File: config.mk
export PLATFORM = sky130hd
export DESIGN_NAME = sorted_timer_expiry_queue
export DESIGN_NICKNAME = d
export VERILOG_FILES = /design/src/hw/rtl/steq_pkg.sv /design/src/hw/rtl/sorted_timer_expiry_queue.sv /design/src/hw/rtl/steq_ram.sv /design/src/hw/rtl/steq_sub.sv
export SDC_FILE = /design/constraint.sdc
export NUM_CORES = 2
export LEC_CHECK = 0
export ABC_CLOCK_PERIOD_IN_PS = 41900
export BUFFER_PORTS_ARGS = -buffer_cell sky130_fd_sc_hd__buf_2
export CAP_MARGIN = 10
export CORE_UTILIZATION = 45
export CTS_BUF_LIST = sky130_fd_sc_hd__clkbuf_4 sky130_fd_sc_hd__clkbuf_8
export DETAILED_ROUTE_END_ITERATION = 6
export HOLD_SLACK_MARGIN = 0.08
export PLACE_DENSITY = 0.64
export SLEW_MARGIN = 20
export SYNTH_ARGS = -nofsm -noshare
export SYNTH_HDL_FRONTEND = slang
export SYNTH_HIERARCHICAL = 1
export SYNTH_SLANG_ARGS = --single-unit
File: constraint.sdc
create_clock -name clk -period 41.9 [get_ports clk]
set_clock_uncertainty 0.2 [all_clocks]
set_input_delay 8.38 -clock clk [delete_from_list [all_inputs] [get_ports clk]]
set_output_delay 8.38 -clock clk [all_outputs]
set_load 0.03 [all_outputs]
File: src/hw/rtl/steq_pkg.sv
// ----------------------------------------------------------------------------
// steq_pkg
// Shared types and constants for the sorted timer expiry queue.
// ----------------------------------------------------------------------------
package steq_pkg;

    localparam int ID_W         = 31;
    localparam int TIME_W       = 63;
    localparam int RESULT_LIMIT = 16;
    localparam int NUM_W        = 5;

    localparam logic CMD_TICK    = 1'b0;
    localparam logic CMD_INSERT  = 1'b1;
    localparam logic KIND_FIRED  = 1'b0;
    localparam logic KIND_REJECT = 1'b1;

    typedef struct packed {
        logic              command;
        logic [ID_W-1:0]   timer_tag;
        logic [TIME_W-1:0] due_time;
        logic [TIME_W-1:0] now_time;
    } request_t;

    typedef struct packed {
        logic              result_kind;
        logic [ID_W-1:0]   fired_id;
        logic [TIME_W-1:0] deadline;
        logic [TIME_W-1:0] fire_time;
        logic [TIME_W-1:0] slippage;
        logic              last;
    } result_t;

    typedef struct packed {
        logic [ID_W-1:0]   id;
        logic [TIME_W-1:0] deadline;
    } entry_t;

endpackage

File: src/hw/rtl/sorted_timer_expiry_queue.sv
// ----------------------------------------------------------------------------
// sorted_timer_expiry_queue
// Deadline-sorted timer store in a circular RAM, driven by a small sequencer
// around one shared 63-bit subtractor.
// ----------------------------------------------------------------------------
// tick: T_RD, T_CMP per fired timer; ends in T_RD (empty or limit) or T_CMP (not due)
// a tick result is held until the next one fires or the tick ends (then marked last)
// insert fired at once or rejected: busy in the due check, strobe in the next cycle
// insert stored: due check, read/compare per later entry, then final read or compare
// one RAM read port and one shared subtractor set these steps; results cannot be stalled
// reset empties the store (count and head cleared); RAM contents are kept
module sorted_timer_expiry_queue #(
    parameter int STORE_DEPTH = 16
) (
    input  logic               clk,
    input  logic               rst_n,
    input  logic               start,
    output logic               busy,
    input  steq_pkg::request_t request,
    output logic               result_strobe,
    output steq_pkg::result_t  result
);

    localparam int AW = $clog2(STORE_DEPTH);
    localparam int CW = $clog2(STORE_DEPTH + 1);
    localparam int SW = CW + 1;

    localparam logic [2:0] ST_IDLE  = 3'd0;
    localparam logic [2:0] ST_T_RD  = 3'd1;
    localparam logic [2:0] ST_T_CMP = 3'd2;
    localparam logic [2:0] ST_I_DUE = 3'd3;
    localparam logic [2:0] ST_I_RD  = 3'd4;
    localparam logic [2:0] ST_I_CMP = 3'd5;

    logic [2:0]                     state_reg, state_next;
    logic [AW-1:0]                  head_reg, head_next;
    logic [CW-1:0]                  count_reg, count_next;
    logic [CW-1:0]                  pos_reg, pos_next;
    logic [steq_pkg::NUM_W-1:0]     num_reg, num_next;
    logic                           have_pend_reg, have_pend_next;
    logic                           out_valid_reg, out_valid_next;
    steq_pkg::result_t              out_reg, out_next;
    steq_pkg::result_t              pend_reg, pend_next;
    steq_pkg::request_t             req_reg, req_next;

    logic                           ram_we;
    logic [AW-1:0]                  ram_waddr;
    logic [AW-1:0]                  ram_raddr;
    steq_pkg::entry_t               ram_wdata;
    steq_pkg::entry_t               ram_rdata;

    logic [steq_pkg::TIME_W-1:0]    sub_a, sub_b, sub_diff;
    logic                           sub_borrow;
    steq_pkg::entry_t               new_entry;

    // circular index, base plus offset with one wrap
    function automatic logic [AW-1:0] wrap_idx(input logic [AW-1:0] base,
                                               input logic [CW-1:0] off);
        logic [SW-1:0] s;
        s = SW'(base) + SW'(off);
        if (s >= SW'(STORE_DEPTH))
        begin
            s = s - SW'(STORE_DEPTH);
        end
        return s[AW-1:0];
    endfunction

    steq_ram #(
        .WIDTH ($bits(steq_pkg::entry_t)),
        .DEPTH (STORE_DEPTH)
    ) u_store (
        .clk   (clk),
        .we    (ram_we),
        .waddr (ram_waddr),
        .wdata (ram_wdata),
        .raddr (ram_raddr),
        .rdata (ram_rdata)
    );

    steq_sub u_sub (
        .a      (sub_a),
        .b      (sub_b),
        .diff   (sub_diff),
        .borrow (sub_borrow)
    );

    assign sub_a = (state_reg == ST_I_CMP) ? req_reg.due_time : req_reg.now_time;
    assign sub_b = (state_reg == ST_I_DUE) ? req_reg.due_time : ram_rdata.deadline;

    assign new_entry.id       = req_reg.timer_tag;
    assign new_entry.deadline = req_reg.due_time;

    assign busy          = (state_reg != ST_IDLE);
    assign result_strobe = out_valid_reg;
    assign result        = out_reg;

    always_comb
    begin
        state_next     = state_reg;
        head_next      = head_reg;
        count_next     = count_reg;
        pos_next       = pos_reg;
        num_next       = num_reg;
        have_pend_next = have_pend_reg;
        out_valid_next = 1'b0;
        out_next       = out_reg;
        pend_next      = pend_reg;
        req_next       = req_reg;
        ram_we         = 1'b0;
        ram_waddr      = wrap_idx(head_reg, pos_reg);
        ram_wdata      = new_entry;
        ram_raddr      = head_reg;

        unique case (state_reg)
            ST_IDLE:
            begin
                if (start)
                begin
                    req_next       = request;
                    num_next       = '0;
                    have_pend_next = 1'b0;
                    state_next     = (request.command == steq_pkg::CMD_TICK)
                                     ? ST_T_RD : ST_I_DUE;
                end
            end

            ST_T_RD:
            begin
                if (count_reg == '0 ||
                    num_reg == steq_pkg::NUM_W'(steq_pkg::RESULT_LIMIT))
                begin
                    if (have_pend_reg)
                    begin
                        out_valid_next = 1'b1;
                        out_next       = pend_reg;
                        out_next.last  = 1'b1;
                    end
                    state_next = ST_IDLE;
                end
                else
                begin
                    state_next = ST_T_CMP;
                end
            end

            ST_T_CMP:
            begin
                if (!sub_borrow)
                begin
                    // head is due; the held result is not the last one
                    if (have_pend_reg)
                    begin
                        out_valid_next = 1'b1;
                        out_next       = pend_reg;
                        out_next.last  = 1'b0;
                    end
                    pend_next.result_kind = steq_pkg::KIND_FIRED;
                    pend_next.fired_id    = ram_rdata.id;
                    pend_next.deadline    = ram_rdata.deadline;
                    pend_next.fire_time   = req_reg.now_time;
                    pend_next.slippage    = sub_diff;
                    pend_next.last        = 1'b0;
                    have_pend_next        = 1'b1;
                    head_next  = (head_reg == AW'(STORE_DEPTH - 1)) ? '0 : head_reg + 1'b1;
                    count_next = count_reg - 1'b1;
                    num_next   = num_reg + 1'b1;
                    state_next = ST_T_RD;
                end
                else
                begin
                    if (have_pend_reg)
                    begin
                        out_valid_next = 1'b1;
                        out_next       = pend_reg;
                        out_next.last  = 1'b1;
                    end
                    state_next = ST_IDLE;
                end
            end

            ST_I_DUE:
            begin
                if (!sub_borrow)
                begin
                    out_valid_next       = 1'b1;
                    out_next.result_kind = steq_pkg::KIND_FIRED;
                    out_next.fired_id    = req_reg.timer_tag;
                    out_next.deadline    = req_reg.due_time;
                    out_next.fire_time   = req_reg.now_time;
                    out_next.slippage    = sub_diff;
                    out_next.last        = 1'b1;
                    state_next           = ST_IDLE;
                end
                else if (count_reg == CW'(STORE_DEPTH))
                begin
                    out_valid_next       = 1'b1;
                    out_next.result_kind = steq_pkg::KIND_REJECT;
                    out_next.fired_id    = req_reg.timer_tag;
                    out_next.deadline    = req_reg.due_time;
                    out_next.fire_time   = '0;
                    out_next.slippage    = '0;
                    out_next.last        = 1'b1;
                    state_next           = ST_IDLE;
                end
                else
                begin
                    pos_next   = count_reg;
                    state_next = ST_I_RD;
                end
            end

            ST_I_RD:
            begin
                if (pos_reg == '0)
                begin
                    ram_we     = 1'b1;
                    count_next = count_reg + 1'b1;
                    state_next = ST_IDLE;
                end
                else
                begin
                    ram_raddr  = wrap_idx(head_reg, pos_reg - 1'b1);
                    state_next = ST_I_CMP;
                end
            end

            ST_I_CMP:
            begin
                ram_we = 1'b1;
                if (sub_borrow)
                begin
                    // entry is later than the new deadline, move it up one slot
                    ram_wdata  = ram_rdata;
                    pos_next   = pos_reg - 1'b1;
                    state_next = ST_I_RD;
                end
                else
                begin
                    count_next = count_reg + 1'b1;
                    state_next = ST_IDLE;
                end
            end

            default:
            begin
                state_next = ST_IDLE;
            end
        endcase
    end

    always_ff @(posedge clk or negedge rst_n)
    begin
        if (!rst_n)
        begin
            state_reg     <= ST_IDLE;
            head_reg      <= '0;
            count_reg     <= '0;
            pos_reg       <= '0;
            num_reg       <= '0;
            have_pend_reg <= 1'b0;
            out_valid_reg <= 1'b0;
        end
        else
        begin
            state_reg     <= state_next;
            head_reg      <= head_next;
            count_reg     <= count_next;
            pos_reg       <= pos_next;
            num_reg       <= num_next;
            have_pend_reg <= have_pend_next;
            out_valid_reg <= out_valid_next;
        end
    end

    always_ff @(posedge clk)
    begin
        out_reg  <= out_next;
        pend_reg <= pend_next;
        req_reg  <= req_next;
    end

endmodule

File: src/hw/rtl/steq_ram.sv
// ----------------------------------------------------------------------------
// steq_ram
// Generic single write port, single read port RAM with registered read.
// ----------------------------------------------------------------------------
module steq_ram #(
    parameter int WIDTH = 8,
    parameter int DEPTH = 16
) (
    input  logic                     clk,
    input  logic                     we,
    input  logic [$clog2(DEPTH)-1:0] waddr,
    input  logic [WIDTH-1:0]         wdata,
    input  logic [$clog2(DEPTH)-1:0] raddr,
    output logic [WIDTH-1:0]         rdata
);

    logic [WIDTH-1:0] mem [DEPTH];

    always_ff @(posedge clk)
    begin
        if (we)
        begin
            mem[waddr] <= wdata;
        end
        rdata <= mem[raddr];
    end

endmodule

File: src/hw/rtl/steq_sub.sv
// ----------------------------------------------------------------------------
// steq_sub
// Shared time subtractor: difference and borrow, used for every compare.
// ----------------------------------------------------------------------------
module steq_sub (
    input  logic [steq_pkg::TIME_W-1:0] a,
    input  logic [steq_pkg::TIME_W-1:0] b,
    output logic [steq_pkg::TIME_W-1:0] diff,
    output logic                        borrow
);

    logic [steq_pkg::TIME_W:0] wide;

    // borrow set means a < b
    assign wide   = {1'b0, a} - {1'b0, b};
    assign diff   = wide[steq_pkg::TIME_W-1:0];
    assign borrow = wide[steq_pkg::TIME_W];

endmodule
==> results.sh <==
export IMPL_status="finished clean"
export IMPL_ant_nets=0
export IMPL_synth_compound_area_share_pct=7.84
export IMPL_synthCells=4606
export IMPL_grt_pass1_wl_mm=338
export IMPL_cts_sinks=2221
export IMPL_final_cell_mix="edfxtp_1 (2,103), clkbuf_8 (419), buf_2 (384), mux4_2 (376), a21o_1 (259)"
export IMPL_cts_buffer_depth=4
export IMPL_synth_xor_area_share_pct=0.665
export IMPL_rsz0062_at_grt="no"
export IMPL_period_share_pct=26.1
export IMPL_synth_edf_count=2103
export IMPL_initial_core_util_pct=45.3
export IMPL_power_density_mw_per_mm2=80.2
export IMPL_die_y_um=445
export IMPL_synthTopCellsByArea="edfxtp_1 (72%), mux4_2 (9.6%), a21o_1 (2.2%), dfxtp_1 (2.1%), a22oi_1 (1.6%)"
export IMPL_hold_violations=0
export IMPL_crit_type="reg -> out"
export IMPL_postCtsSetupBuffers=0
export IMPL_dp_hpwl_mm=131
export IMPL_drtPass1Iterations=7
export IMPL_setup_viol=0
export IMPL_synth_top_family_by_area="multiplexers"
export IMPL_muxShareOfSynthArea_pct=11.7
export IMPL_drv_slew=0
export IMPL_critPathLaunchType="register"
export IMPL_min_period_ns=10.92
export IMPL_h_tree_depth=5
export IMPL_vias=48157
export IMPL_core_area_mm2=0.195
export IMPL_seq_area_frac_synth_pct=74.4
export IMPL_yosys_warnings=6
export IMPL_r2r_start="state_reg[0]"
export IMPL_grt_pass1_vias=48084
export IMPL_relSlewSlack_pct=25.2
export IMPL_syn_area_per_cell_um2=19.2
export IMPL_crit_path_end_kind="output port"
export IMPL_drt_wl_total_mm=236
export IMPL_synth_area_leader_cell="edfxtp_1"
export IMPL_crit_required_ns=33.32
export IMPL_vias_per_cell=5.94
export IMPL_max_cap_viol_count=0
export IMPL_drc=0
export IMPL_antenna_found_initial=23
export IMPL_grt_overflow=0
export IMPL_holdCritStartpoint="u_store/rdata[86]"
export IMPL_synth_nets=4845
export IMPL_clockRootBuffer="clkbuf_8"
export IMPL_largest_reg_flops=1504
export IMPL_crit_start="state_reg[0]"
export IMPL_clock_latency_ns=1.07
export IMPL_ioPinCount=385
export IMPL_placementRows=162
export IMPL_synthAdderAreaFrac_pct=1.13
export IMPL_arrival_ns=2.34
export IMPL_cts_tree="done"
export IMPL_place_inst=7409
export IMPL_ir_drop_mv=0.0898
export IMPL_drtIter0Drc=5246
export IMPL_clkTransAtPathRegs_ns=0.06
export IMPL_power_leakage_nw=35.0
export IMPL_fmax_mhz=91.6
export IMPL_final_fill_count=15532
export IMPL_cts_buffers=381
export IMPL_synth_cell_types=83
export IMPL_hold_buffers=0
export IMPL_routedWlPerCell_um=29.1
export IMPL_grt_max_degree=116
export IMPL_synth_area_mm2=0.0882
export IMPL_crit_path_max_fanout=32
export IMPL_tightest_slew_ns=1.12
export IMPL_dieArea_mm2=0.198
export IMPL_fin_cells=8114
export IMPL_cts_resized=0
export IMPL_async_flop_share_pct=1.08
export IMPL_track_usage_pct=23.6
export IMPL_drive_gt1_share_pct=29.4
export IMPL_hp_class="reg -> reg"
export IMPL_gp_congestion=0.891
export IMPL_synthSimpleGateAreaFrac_pct=2.38
export IMPL_portBuffers=384
export IMPL_synth_top_cell_area_share_pct=71.6
export IMPL_syn_to_final_growth_pct=14.2
export IMPL_totalNegativeSetupSlack_ns=0
export IMPL_layout_commonest_cell="edfxtp_1"
export IMPL_fp_dieW_um=445
export IMPL_nets=5407
export IMPL_ys_seq_elements=2221
export IMPL_synth_ff_type="edfxtp_1"
final timing paths:
| kind | end | depth (start not counted) | slack, ns |
|---|---|---|---|
| worst max register to register | result[28] | 21 | 32.32 |
| worst min register to register | pend_reg[213] | 0 | 0.22 |
| worst min-delay path | pend_reg[213] | 0 | 0.22 |
| min in group asynchronous | count_reg[1] | 1 | 7.12 |
| worst max-delay path | busy | 2 | 30.98 |
| max in group asynchronous | state_reg[0] | 1 | 33.91 |
synth_stat cells (5+ instances only):
library cell / n
and3_1: 68
and2_1: 6
buf_4: 22
mux2_2: 124
nor2_1: 63
dfxtp_1: 94
a22oi_1: 189
nor3_1: 12
ha_1: 75
buf_6: 12
xnor2_1: 36
a221o_1: 65
edfxtp_1: 2103
nand2b_1: 11
mux2_1: 40
a31oi_1: 9
or2_1: 5
buf_2: 77
clkbuf_1: 123
nand3b_1: 5
a211oi_1: 7
o21ai_0: 46
a21o_1: 259
buf_1: 40
mux4_2: 376
nor2b_1: 11
nand2_1: 158
o21bai_1: 11
inv_1: 90
o21ai_1: 16
nand4_1: 26
dfrtp_1: 24
o211ai_1: 5
a21oi_1: 95
a22o_1: 158
xor2_1: 31
nand3_1: 21
o21a_1: 9
critical path: stages (launching register included):
cell	delay, ns
dfrtp_2	0.65
or3_1	0.48
buf_2	0.19
area by class of cell:
type                            count  area (um^2)  share of cell area (%)
Antenna cell                       22         55.1                  0.0547
Inverter                           91          354                   0.352
Tap cell                         2624         3280                    3.26
Multi-Input combinational cell   2020        21100                    21.0
Clock inverter                    148          935                   0.928
Sequential cell                  2221        65600                    65.2
Timing Repair Buffer              453         2660                    2.64
Clock buffer                      535         6640                    6.59
per-stage QoR:
step | cell area [um^2] | hold slack, ns | total power, W | utilization (%) | setup slack, ns
final | 101000 | 0.225 | 0.00807 | 51.7 | 30.98
after global routing | 101000 | 0.233 | 0.00843 | 51.7 | 30.84
after CTS | 101000 | 0.226 | 0.00811 | 51.7 | 30.82
after detailed placement | 93100 | 0.212 | 0.00615 | 47.8 | 31.30
after global placement | 93000 | 0.208 | 0.00611 | 47.8 | 31.34
after floorplan | 88200 | 0.203 | 0.00528 | - | 16.14
metal layers:
layer | vias up | track usage [%] | share of wire, %
li1 | 20138 | - | -
met5 | - | 0 | 0.018
met1 | 25380 | 32.3 | 41
met2 | 2214 | 37.3 | 47
met3 | 419 | 4.37 | 7.7
met4 | 6 | 9.74 | 4.0
kinds of logic after synthesis:
group / Yosys count
compound gates: 915
xor+xnor: 67
fa+ha+maj: 78
buf+inv: 365
flops: 2221
mux: 542
simple gates: 418
where the power goes:
group	switching (W)	internal [W]
registers	0.000262	0.00300
logic	0.00180	0.00107
clock network	0.000868	0.00108
No activity file was read; power rests on OpenSTA's default activity.
